==> config.mk <==
export PLATFORM = sky130hd
export DESIGN_NAME = svdc_front
export DESIGN_NICKNAME = d
export VERILOG_FILES = /design/src/rtl/svdc_pkg.sv /design/src/rtl/svdc_front.sv
export SDC_FILE = /design/constraint.sdc
export NUM_CORES = 1
export LEC_CHECK = 0
export BUFFER_PORTS_ARGS = -buffer_cell sky130_fd_sc_hd__buf_2
export CAP_MARGIN = 0
export CORE_AREA = 5 5 183 185
export CTS_CLUSTER_DIAMETER = 120
export DETAILED_ROUTE_END_ITERATION = 16
export DIE_AREA = 0 0 188 190
export RECOVER_POWER = 50
export SLEW_MARGIN = 20
export SYNTH_ARGS = -nofsm -noshare
export SYNTH_HDL_FRONTEND = slang
export SYNTH_SLANG_ARGS = --single-unit
==> constraint.sdc <==
create_clock -name clk -period 7.4 [get_ports clk]
set_clock_uncertainty 0.05 [all_clocks]
set_input_delay 1.48 -clock clk [delete_from_list [all_inputs] [get_ports clk]]
set_output_delay 1.48 -clock clk [all_outputs]
set_load 0.005 [all_outputs]
==> src/rtl/svdc_pkg.sv <==
// ----------------------------------------------------------------------------
// svdc_pkg
// Types, constants and a helper function shared by the SVPWM duty unit.
// ----------------------------------------------------------------------------
package svdc_pkg;

  localparam int FRAC_BITS_DEF = 24;
  localparam int QUEUE_DEPTH   = 4;
  localparam int CFG_IDX_W     = 3;
  localparam int CFG_DATA_W    = 31;
  localparam int IN_DATA_W     = 160;
  localparam int OUT_DATA_W    = 48;

  // Register indexes of the configuration port.
  localparam logic [CFG_IDX_W-1:0] REG_VCOMP_EN   = 3'd0;
  localparam logic [CFG_IDX_W-1:0] REG_UDC_NOM    = 3'd1;
  localparam logic [CFG_IDX_W-1:0] REG_DEADTIME   = 3'd2;
  localparam logic [CFG_IDX_W-1:0] REG_COMP_SLOPE = 3'd3;
  localparam logic [CFG_IDX_W-1:0] REG_PWM_PERIOD = 3'd4;
  localparam logic [CFG_IDX_W-1:0] REG_PHASE_SWAP = 3'd5;

  // Window codes.
  localparam logic [1:0] WIN_W = 2'd0;
  localparam logic [1:0] WIN_U = 2'd1;
  localparam logic [1:0] WIN_V = 2'd2;

  typedef struct packed {
    logic        voltage_comp_enable;
    logic [30:0] udc_nominal;
    logic [7:0]  deadtime_counts;
    logic [30:0] comp_slope;
    logic [15:0] pwm_period;
    logic        phase_swap;
  } cfg_t;

  // One classified item as it sits in the queue.
  typedef struct packed {
    logic signed [31:0] va;
    logic signed [31:0] vb;
    logic signed [31:0] ia;
    logic signed [31:0] ib;
    logic [30:0]        bus;
    logic [30:0]        low;   // low 31 dividend bits, consumed MSB first
    logic [31:0]        rem;   // starting partial remainder
    logic               sat;   // ratio saturates (includes a zero bus reading)
  } item_t;

  // sqrt(3)/2 rounded to f fraction bits.
  function automatic logic [31:0] sqrt3_half(input int f);
    logic [63:0] t;
    t = (64'hDDB3D742C265539D >> (63 - f)) + 64'd1;
    return t[32:1];
  endfunction

endpackage

==> src/rtl/svdc_front.sv <==
// ----------------------------------------------------------------------------
// svdc_front
// Accepts input beats and prepares the bus-voltage division for the back end.
// ----------------------------------------------------------------------------
module svdc_front #(
  parameter int FRAC_BITS = svdc_pkg::FRAC_BITS_DEF
) (
  input  logic                            clk,
  input  logic                            rst,
  input  svdc_pkg::cfg_t                  cfg,
  input  logic                            s_tvalid,
  output logic                            s_tready,
  input  logic [svdc_pkg::IN_DATA_W-1:0]  s_tdata,
  output logic                            push,
  output svdc_pkg::item_t                 push_item,
  input  logic                            q_full
);

  logic            fvalid;
  svdc_pkg::item_t item;
  svdc_pkg::item_t item_next;
  logic [61:0]     lhs;
  logic [61:0]     rhs;

  assign s_tready  = !fvalid || !q_full;
  assign push      = fvalid && !q_full;
  assign push_item = item;

  always_comb begin
    lhs = 62'(cfg.udc_nominal) << FRAC_BITS;
    rhs = 62'(s_tdata[94:64]) << 31;
    item_next.va  = s_tdata[31:0];
    item_next.vb  = s_tdata[63:32];
    item_next.bus = s_tdata[94:64];
    item_next.ia  = s_tdata[126:95];
    item_next.ib  = s_tdata[158:127];
    // When the quotient fits in 31 bits, the upper dividend bits are below
    // the divisor and serve directly as the first partial remainder.
    item_next.sat = (lhs >= rhs);
    item_next.rem = 32'(cfg.udc_nominal >> (31 - FRAC_BITS));
    item_next.low = lhs[30:0];
  end

  always_ff @(posedge clk) begin
    if (rst) begin
      fvalid <= 1'b0;
    end else if (s_tready) begin
      fvalid <= s_tvalid;
    end
  end

  always_ff @(posedge clk) begin
    if (s_tready && s_tvalid) begin
      item <= item_next;
    end
  end

endmodule

==> flow_metrics.env <==
export IMPL_status="complete, but fails checks"
export IMPL_violations="max-capacitance violations, max-slew violations"
export IMPL_first_global_vias=4327
export IMPL_cts_setup_buffers=0
export IMPL_grt_pass1_wl_mm=27.3
export IMPL_path_buf_inv=2
export IMPL_cts_num_sinks=192
export IMPL_wire_per_inst_um=17.3
export IMPL_endpoint_kind="flop"
export IMPL_ys_flop_type="edfxtp_1"
export IMPL_worstMarginPinSlew_ps=2660
export IMPL_fmax_mhz=213
export IMPL_dieWidth_um=188
export IMPL_initial_core_util_pct=20.9
export IMPL_synth_warnings=0
export IMPL_layout_min_cycle_time_ps=4700
export IMPL_p_sw_share_pct=22.3
export IMPL_setup_tns_ps=0
export IMPL_coreArea_um2=31900
export IMPL_dr_wl_met3_mm=1.92
export IMPL_max_stage_delay_ps=1940
export IMPL_die_height_um=190
export IMPL_crit_path_cell_trace="clkbuf_1 -> nand2_1 -> and2_0 -> buf_4"
export IMPL_cts_root_buf="clkbuf_16"
export IMPL_num_rows=66
export IMPL_grt_max_degree=79
export IMPL_clockPowerShare_pct=39.4
export IMPL_path_clk_slew_ps=70
export IMPL_clk_latency_ps=430
export IMPL_required_ps=7400
export IMPL_p_int_uw=1890
export IMPL_synth_edf_count=191
export IMPL_viasPerCell=3.69
export IMPL_grt_use_total_pct=10.5
export IMPL_crit_slowest_cell="and2_0"
export IMPL_met2WireLength_mm=10.2
export IMPL_irDropWorstVdd_v=0.000131
export IMPL_cts_hold_buf=0
export IMPL_antenna_found_initial=3
export IMPL_totalWireLength_mm=19.8
export IMPL_p_sw_uw=542
export IMPL_yosysTopAreaCellShare_pct=86.0
export IMPL_synthDistinctLibCells=28
export IMPL_cts_tree="yes"
export IMPL_slew_headroom_pct=-77.5
export IMPL_synthTopCellsByArea="edfxtp_1, ha_1, buf_4"
export IMPL_die_area_um2=35700
export IMPL_powerDensity_nw_per_um2=256
export IMPL_setup_viol=0
export IMPL_critPathKind="in2reg"
export IMPL_cts_buffers=17
export IMPL_reg2reg_slack_ps=3530
export IMPL_synth_area_um2=6670
export IMPL_drv_slew=40
export IMPL_h_tree_depth=4
export IMPL_overflow=0
export IMPL_ys_seq_area_share_pct=86.3
export IMPL_async_flop_share_pct=0
export IMPL_utilization_pct=29.8
export IMPL_ys_ff_latch=192
export IMPL_arrival_ps=4700
export IMPL_layout_common_cells="buf_2, edfxtp_1, clkbuf_1, conb_1"
export IMPL_p_seq_share_pct=52.9
export IMPL_cp_max_fo=78
export IMPL_clockBufferDepth=2
export IMPL_drive_gt1_share_pct=45.3
export IMPL_yosysTopAreaCell="edfxtp_1"
export IMPL_path_delay_family="simple AND/OR/NAND/NOR gates"
export IMPL_final_common_cell="buf_2"
export IMPL_hold_viol_final=0
export IMPL_period_share_pct=63.6
export IMPL_drc_errors=0
export IMPL_synth_cells=317
export IMPL_final_nets=999
export IMPL_areaGrowthSynthToFinish_pct=42.5
export IMPL_ios=477
export IMPL_antenna_left=0
export IMPL_place_port_buffers=386
export IMPL_power_share_combinational_pct=7.8
export IMPL_avgSynthCellArea_um2=21.0
export IMPL_p_leak_uw=0.00396
export IMPL_wl_met1_mm=7.44
export IMPL_rsz0062_at_grt="false"
export IMPL_dr_pass1_iters=4
export IMPL_dp_hpwl_mm=15.8
export IMPL_top_layer="met5"
export IMPL_post_cts_resize_count=0
export IMPL_hp_class="reg2reg"
export IMPL_place_congestion=0.763
export IMPL_max_cap_violations=1
export IMPL_critPathLaunchType="input port"
export IMPL_vias=4223
export IMPL_drt_initial_drc_count=144
==> per-stage QoR <==
step	worst slack [ps]	area (µm²)	hold slack [ps]	power, µW	std cells
3_5_place_dp	3740	9010	450	1510	1112
5_1_grt	2370	9510	517	2540	1145
3_3_place_gp	3750	9010	441	1510	1112
4_1_cts	4070	9610	479	2480	1143
2_1_floorplan	852	6790	415	1390	348
6_report	2700	9510	478	2440	1145
==> flip-flops by register name (all words and copies together) (netlist names) <==
name and cells:
push_item 191, fvalid 1
==> layout make-up <==
type	instances	area, µm²
fill	3279	22400
sequential	192	5760
timing repair buffer	388	1840
multi-input combinational	100	703
tap	408	510
clock buffer	18	429
clock inverter	13	175
inverter	24	90.1
antenna	2	5.00
==> cell families after synthesis <==
family / synth area share [%]
simple gates: 2.23
compound gates: 2.01
flops: 86.3
buf+inv: 4.95
other cells: 0.0562
fa+ha+maj: 4.50
==> layer usage <==
layer	track usage [%]	vias to the layer above
li1	-	1959
met1	11.1	1999
met2	18.1	247
met3	4.99	16
met4	4.12	2
met5	0	-
==> worst paths after layout <==
path | startpoint | end | depth (start not counted)
max reg2reg | fvalid$_SDFFE_PP0N_ | push_item[107]$_DFFE_PP_ | 3
min reg2reg | fvalid$_SDFFE_PP0N_ | fvalid$_SDFFE_PP0N_ | 2
max | q_full | push_item[107]$_DFFE_PP_ | 4
min | fvalid$_SDFFE_PP0N_ | fvalid$_SDFFE_PP0N_ | 2
==> power groups by stage <==
stage | combinational, µW | sequential, µW | clock (µW)
after floorplan | 58.8 | 1330 | 0
after global placement | 198 | 1310 | 0
after detailed placement | 202 | 1310 | 0
after CTS | 202 | 1290 | 994
after global routing | 211 | 1290 | 1030
final | 189 | 1290 | 959
==> cells in the mapped netlist (2+ instances only) <==
cell type and number:
o21ai_0 3, a21oi_1 9, inv_1 24, nor2b_1 2
nand3_1 2, nor2_1 3, nor4_1 2, ha_1 24
a21o_1 3, edfxtp_1 191, buf_4 32, nand2_1 6
==> worst min-delay path: stages, from the launching register on <==
cell	delay [ps]
dfxtp_1	350
a21oi_1	70
nor2_1	70
(Power assumes the default switching activity.)
