## config.mk

```make
export PLATFORM = sky130hd
export DESIGN_NAME = svdc_queue
export DESIGN_NICKNAME = d
export VERILOG_FILES = /design/src/rtl/svdc_pkg.sv /design/src/rtl/svdc_queue.sv
export SDC_FILE = /design/constraint.sdc
export NUM_CORES = 1
export LEC_CHECK = 0
export ABC_AREA = 1
export BUFFER_PORTS_ARGS = -buffer_cell sky130_fd_sc_hd__buf_2
export CORE_MARGIN = 2
export CORE_UTILIZATION = 30
export CTS_CLUSTER_DIAMETER = 30
export DETAILED_ROUTE_END_ITERATION = 8
export HOLD_SLACK_MARGIN = 0.1
export PLACE_DENSITY = 0.53
export SYNTH_ARGS = -nofsm -noshare
export SYNTH_HDL_FRONTEND = slang
export SYNTH_SLANG_ARGS = --single-unit
```

## constraint.sdc

```tcl
create_clock -name clk -period 7.7 [get_ports clk]
set_input_delay 0.77 -clock clk [delete_from_list [all_inputs] [get_ports clk]]
set_output_delay 0.77 -clock clk [all_outputs]
set_load 0.02 [all_outputs]
```

## src/rtl/svdc_pkg.sv

```systemverilog
// ----------------------------------------------------------------------------
// svdc_pkg
// Types, constants and a helper function shared by the SVPWM duty unit.
// ----------------------------------------------------------------------------
package svdc_pkg;

  localparam int FRAC_BITS_DEF = 24;
  localparam int QUEUE_DEPTH   = 4;
  localparam int CFG_IDX_W     = 3;
  localparam int CFG_DATA_W    = 31;
  localparam int IN_DATA_W     = 160;
  localparam int OUT_DATA_W    = 48;

  // Register indexes of the configuration port.
  localparam logic [CFG_IDX_W-1:0] REG_VCOMP_EN   = 3'd0;
  localparam logic [CFG_IDX_W-1:0] REG_UDC_NOM    = 3'd1;
  localparam logic [CFG_IDX_W-1:0] REG_DEADTIME   = 3'd2;
  localparam logic [CFG_IDX_W-1:0] REG_COMP_SLOPE = 3'd3;
  localparam logic [CFG_IDX_W-1:0] REG_PWM_PERIOD = 3'd4;
  localparam logic [CFG_IDX_W-1:0] REG_PHASE_SWAP = 3'd5;

  // Window codes.
  localparam logic [1:0] WIN_W = 2'd0;
  localparam logic [1:0] WIN_U = 2'd1;
  localparam logic [1:0] WIN_V = 2'd2;

  typedef struct packed {
    logic        voltage_comp_enable;
    logic [30:0] udc_nominal;
    logic [7:0]  deadtime_counts;
    logic [30:0] comp_slope;
    logic [15:0] pwm_period;
    logic        phase_swap;
  } cfg_t;

  // One classified item as it sits in the queue.
  typedef struct packed {
    logic signed [31:0] va;
    logic signed [31:0] vb;
    logic signed [31:0] ia;
    logic signed [31:0] ib;
    logic [30:0]        bus;
    logic [30:0]        low;   // low 31 dividend bits, consumed MSB first
    logic [31:0]        rem;   // starting partial remainder
    logic               sat;   // ratio saturates (includes a zero bus reading)
  } item_t;

  // sqrt(3)/2 rounded to f fraction bits.
  function automatic logic [31:0] sqrt3_half(input int f);
    logic [63:0] t;
    t = (64'hDDB3D742C265539D >> (63 - f)) + 64'd1;
    return t[32:1];
  endfunction

endpackage

```

## src/rtl/svdc_queue.sv

```systemverilog
// ----------------------------------------------------------------------------
// svdc_queue
// Short FIFO between the front end and the arithmetic back end.
// ----------------------------------------------------------------------------
module svdc_queue (
  input  logic            clk,
  input  logic            rst,
  input  logic            push,
  input  svdc_pkg::item_t push_item,
  output logic            full,
  input  logic            pop,
  output logic            head_valid,
  output svdc_pkg::item_t head_item
);

  localparam int PW = $clog2(svdc_pkg::QUEUE_DEPTH);

  svdc_pkg::item_t  slots [svdc_pkg::QUEUE_DEPTH];
  logic [PW-1:0]    wr_ptr;
  logic [PW-1:0]    rd_ptr;
  logic [PW:0]      count;
  logic             do_pop;

  assign full       = (count == (PW+1)'(svdc_pkg::QUEUE_DEPTH));
  assign head_valid = (count != '0);
  assign head_item  = slots[rd_ptr];
  assign do_pop     = pop && head_valid;

  always_ff @(posedge clk) begin
    if (rst) begin
      wr_ptr <= '0;
      rd_ptr <= '0;
      count  <= '0;
    end else begin
      if (push) begin
        wr_ptr <= wr_ptr + PW'(1);
      end
      if (do_pop) begin
        rd_ptr <= rd_ptr + PW'(1);
      end
      if (push && !do_pop) begin
        count <= count + (PW+1)'(1);
      end else if (do_pop && !push) begin
        count <= count - (PW+1)'(1);
      end
    end
  end

  always_ff @(posedge clk) begin
    if (push) begin
      slots[wr_ptr] <= push_item;
    end
  end

endmodule

```

==> results.json, run 1 <==
{
  "status": "finished clean",
  "grt_pass1_wl_um": 122700,
  "syn_area_um2": 33260,
  "num_vias": 20389,
  "synthMostInstantiatedCell": "edfxtp_1",
  "setup_viol": 0,
  "clock.fmax_ghz": 0.2242,
  "rsz0062_at_grt": "no",
  "synth_cell_type_count": 18,
  "hold_viol": 0,
  "synth_seq_cells": 901,
  "first_iter_violations": 1132,
  "first_pass_iters": 6,
  "place.detailed.hpwl_um": 43530,
  "worstMarginPinSlew_ns": 1.105,
  "antenna_found_initial": 20,
  "grt_start_max_net_pins": 201,
  "maxSlewHeadroom_pct": 26.31,
  "r2r_end": "slots[0][66]",
  "ant_nets": 0,
  "reg2reg_slack_ns": 5.17,
  "synthArstFlopShare_pct": 0,
  "rows": 122,
  "synth.avg_cell_area_um2": 14.99,
  "chipHeight_um": 337.0,
  "grt_overflow": 0,
  "grt_use_total_pct": 14.25,
  "cts_made_buffers": 190,
  "core_um2": 110400,
  "clockRootBuffer": "clkbuf_16",
  "holdPathStages": 1,
  "clock_latency_ns": 0.75,
  "die_x_um": 337.0,
  "wirelength_um": 83400,
  "syn_nets": 2452,
  "layout-drive-gt1-share_pct": 26.63,
  "first_global_vias": 20363,
  "wl_per_cell_um": 18.99,
  "cap_violations": 0,
  "post-route-period-util_pct": 57.92,
  "yosys.area.top_type": "edfxtp_1",
  "path_class": "reg -> out",
  "ff_latch_area_um2": 26970,
  "pre_cts_slack_ns": 4.088,
  "reg2regPathDepth": 5,
  "yosys_warnings": 0,
  "synth_edf_count": 892,
  "top_level_ports": 452,
  "synthFlopType": "edfxtp_1",
  "gp_congestion": 0.7260,
  "port_buffers": 451,
  "syn2layout_area_growth_pct": 30.55,
  "p_leak_nw": 15.24,
  "synth_cells": 2219,
  "via_per_inst": 4.643,
  "ir_worst_vdd_v": 0.0003137,
  "hold_buffers": 0,
  "cts_tree": "yes",
  "worstSetupStartpointType": "register",
  "crit_chain": "buf_12 > inv_12 > buf_4 > o21ai_0 > o22ai_1 > buf_2",
  "arrival_ns": 3.69,
  "clockBufferDepth": 3,
  "n_fill_cell": 10325,
  "fin_setup_tns_ns": 0,
  "fin_nets": 2964,
  "synth_top_area_share_pct": 80.54,
  "die_area_um2": 113500,
  "start_util_pct": 30.14,
  "finalClockSkew_ns": 0.05047,
  "worstHoldStart": "push_item[68]",
  "ys_seq_area_share_pct": 81.08,
  "drv_slew": 0,
  "hold_class": "in -> reg",
  "hold_end": "slots[3][68]",
  "end_kind": "primary output",
  "path_max_fanout": 200,
  "clkTransAtPathRegs_ns": 0.04,
  "max_stage_delay_ns": 0.79,
  "cts_setup_buffers": 0,
  "cp_slowest_cell": "buf_4",
  "multi_input_area_um2": 5532,
  "synthTopCellsByArea": "edfxtp_1 (81%), o21ai_0 (6.8%), nor2_1 (5.1%), o22ai_1 (4.2%), buf_2 (0.90%)",
  "p_per_area_nw_per_um2": 383.4,
  "postCtsResizedCells": 0,
  "drc": 0,
  "synth_common_cells": "edfxtp_1 (892), nor2_1 (452), o21ai_0 (449)",
  "period_minus_slack_ns": 4.460,
  "critPathRequiredTime_ns": 6.93,
  "cts_htree_levels": 4,
  "r2r_start": "wr_ptr[0]",
  "clock_sinks": 901,
  "setup_slack_ns": 3.240
}
how the worst max path moves through the flow:
stage / from / slack, ns / end / cells after the start
finish: register / 3.24 / head_item[109] / 6
global placement: register / 4.15 / head_item[166] / 6
global route: register / 2.95 / head_item[89] / 6
floorplan: push / 2.04 / slots[2][0] / 2
detailed placement: register / 4.09 / head_item[79] / 6
CTS: register / 3.23 / head_item[89] / 6
flip-flops by register name (all words and copies together) (netlist names), named ones only:
name and count:
wr_ptr 2, rd_ptr 2, slots 892, count 3
kinds of logic (layout without fill, tap and decap cells):
group	after synthesis	in the layout	share of synthesized area [%]
xor+xnor	1	1	0.02634
compound gates	677	677	11.03
fa+ha+maj	6	6	0.2483
buf+inv	163	839	2.287
simple gates	471	471	5.331
other cells	0	8	0
flops	901	901	81.08
area by class of cell:
class                      count  area share, %
timing repair buffer         467          5.735
clock buffer                 217          11.28
inverter                      16         0.2478
clock inverter               139          3.536
antenna                        8        0.04611
multi-input combinational   1155          12.74
tap                         1488          4.288
sequential                   901          62.13
critical path: cells and delay by family, from the launching register on:
kind | cells | cell delay [ns]
buffers and inverters | 4 | 1.86
AOI/OAI and AO/OA | 2 | 0.37
DFF | 1 | 0.34
stage by stage:
stage / hold WS [ns] / power [mW] / utilization (%) / area, µm² / std cells
floorplan: 0.4594 / 7.710 / - / 33260 / 2219
global placement: 0.4874 / 8.779 / 33.49 / 36960 / 4027
detailed placement: 0.4928 / 8.797 / 33.49 / 36960 / 4027
CTS: 0.1374 / 16.88 / 39.32 / 43400 / 4383
global route: 0.1487 / 17.35 / 39.34 / 43420 / 4390
finish: 0.2224 / 16.65 / 39.34 / 43420 / 4391
layer usage:
layer  up-vias  share of wire [%]  global-route usage (%)
met5         -               0.17                       0
met4        24                2.6                   5.775
met3       164                7.2                   5.366
met2       498                 49                   23.45
met1     10140                 41                   16.79
li1       9563                  -                       -
where the power goes:
| group | internal, mW | total [mW] | switching [mW] | leakage (nW) |
|---|---|---|---|---|
| registers | 5.64 | 5.69 | 0.0486 | 8.27 |
| clock network | 5.36 | 7.99 | 2.62 | 3.10 |
| logic | 0.803 | 2.97 | 2.17 | 3.87 |
cell usage in the layout (no fill, tap or decap), drive strengths merged:
cell type  instances
o21ai            449
buf              467
clkinv            88
inv               27
o22ai            223
nor3               1
ha                 5
nor2             452
nand2             15
edfxtp           892
a21oi              5
xor2               1
nand3              3
fa                 1
clkbuf           217
bufinv            24
clkinvlp          16
dfxtp              9
diode              8
No activity file was read; power rests on OpenSTA's default activity.
==> run 2: changes to the inputs <==
==> constraint.sdc (replaced) <==
create_clock -name clk -period 4.65 [get_ports clk]
set_input_delay 0.465 -clock clk [delete_from_list [all_inputs] [get_ports clk]]
set_output_delay 0.465 -clock clk [all_outputs]
set_load 0.02 [all_outputs]
==> results.json, run 2 (synthesized netlist as in run 1, its figures left out) <==
{
  "cts_made_buffers": 194,
  "drv_slew": 0,
  "die_area_um2": 113500,
  "fin_setup_tns_ns": 0,
  "power_frac_clock_pct": 49.3,
  "chipHeight_um": 337.0,
  "clockBufferDepth": 3,
  "core_um2": 110400,
  "period_minus_slack_ns": 3.605,
  "rsz0062_at_grt": "no",
  "rows": 122,
  "final_common_cell": "edfxtp_1",
  "hold_class": "in -> reg",
  "wl_per_cell_um": 18.41,
  "cts_tree": "yes",
  "path_class": "reg -> out",
  "p_int_mw": 20.70,
  "clkTransAtPathRegs_ns": 0.05,
  "hold_viol": 0,
  "setup_slack_ns": 1.045,
  "p_sw_share_pct": 28.03,
  "num_vias": 21383,
  "die_x_um": 337.0,
  "cap_violations": 0,
  "cts_htree_levels": 4,
  "grt_use_total_pct": 14.66,
  "finalNonFillerCells": 4634,
  "finalClockSkew_ns": 0.02810,
  "n_fill_cell": 10031,
  "p_leak_nw": 16.50,
  "maxSlewHeadroom_pct": 20.03,
  "antenna_found_initial": 4,
  "largest_reg_flops": 892,
  "grt_start_max_net_pins": 215,
  "clockRootBuffer": "clkbuf_16",
  "clock_latency_ns": 0.75,
  "first_pass_iters": 8,
  "power_frac_seq_pct": 33.0,
  "top_regs": "slots x892, count x3",
  "fin_nets": 3210,
  "syn2layout_area_growth_pct": 39.35,
  "drc": 0,
  "grt_overflow": 0,
  "switchingPower_mw": 8.063,
  "critPathRequiredTime_ns": 4.18,
  "layout_common_cells": "edfxtp_1 (892), nor2_1 (452), buf_2 (451), o21ai_0 (449), dlygate4sd3_1 (227)",
  "start_util_pct": 30.14,
  "path_max_fanout": 214,
  "p_per_area_nw_per_um2": 620.6,
  "grt_pass1_wl_um": 127100,
  "arrival_ns": 3.14,
  "ir_worst_vdd_v": 0.0004666,
  "first_iter_violations": 1335,
  "post-route-period-util_pct": 77.52,
  "setup_viol": 0,
  "clock_sinks": 901,
  "wirelength_um": 85300,
  "pre_cts_slack_ns": 1.819,
  "clock.fmax_ghz": 0.2774,
  "place.detailed.hpwl_um": 46630,
  "port_buffers": 451,
  "status": "finished clean",
  "layout-drive-gt1-share_pct": 25.34,
  "worstSetupStartpointType": "register",
  "first_global_vias": 21552,
  "max_flop_register": "slots",
  "gp_congestion": 0.7117,
  "end_kind": "primary output",
  "top_level_ports": 452,
  "worstMarginPinSlew_ns": 1.200,
  "ant_nets": 0,
  "fin_util_pct": 41.99,
  "cts_setup_buffers": 0,
  "power.share.combinational_pct": 17.7,
  "placed_cells": 4042,
  "via_per_inst": 4.614
}
## run 2: cell count changes in the layout (fill, tap and decap cells not counted), sizes merged
cell	change
clkinvlp	+3
clkinv	-11
buf	+15
bufinv	+13
inv	-6
diode	-3
dlygate4sd3	+227
clkbuf	+5
## run 2: power groups by stage
stage               combinational (mW)  clock (mW)  sequential (mW)
global route                      5.55        14.9             9.52
floorplan                         3.16           0             9.59
detailed placement                5.02           0             9.64
global placement                  5.00           0             9.63
CTS                               5.20        14.4             9.50
finish                            5.09        14.2             9.50
## run 2: timing repair
action	in CTS	in global routing
resized for setup	0	0
hold buffers	227	0
endpoints found under the hold margin	901	0
## run 2: area by class of cell
type	count	area [µm²]	area share, %
Antenna cell	5	12.51	0.02700
Clock buffer	222	5106	11.02
Clock inverter	138	1780	3.842
Inverter	16	92.59	0.1998
Multi-Input combinational cell	1155	5532	11.94
Sequential cell	901	26970	58.20
Tap cell	1488	1862	4.017
Timing Repair Buffer	709	4987	10.76
## run 2: worst max-delay path: stages, from the launching register on
cell and delay, ns:
dfxtp_4 0.78, buf_12 0.53, o21ai_0 0.26, o22ai_1 0.20, buf_2 0.20
## run 2: metrics by stage
stage               total power [mW]  instance area [µm²]  hold slack (ns)
floorplan                      12.74                33270           0.4594
global placement               14.63                37170           0.4875
detailed placement             14.65                37170           0.4852
CTS                            29.13                46330           0.3899
global route                   29.95                46340           0.4252
finish                         28.76                46350           0.4681
## run 2: worst paths after layout
check | cells after the start | endpoint | from | slack [ns]
min | 2 | slots[0][44] | push_item[44] | 0.47
max | 4 | head_item[89] | register | 1.05
min reg2reg | 2 | rd_ptr[0] | rd_ptr[0] | 0.50
max reg2reg | 5 | slots[2][76] | wr_ptr[0] | 2.21
## run 2: routing by layer
layer  share of wire (%)  up-vias  global-route usage [%]
met1                  41    10642                   17.65
met5               0.016        -                       0
met2                  50      547                   24.67
met4                 2.5        2                   5.804
met3                 6.2      160                   4.302
li1                    -    10032                       -
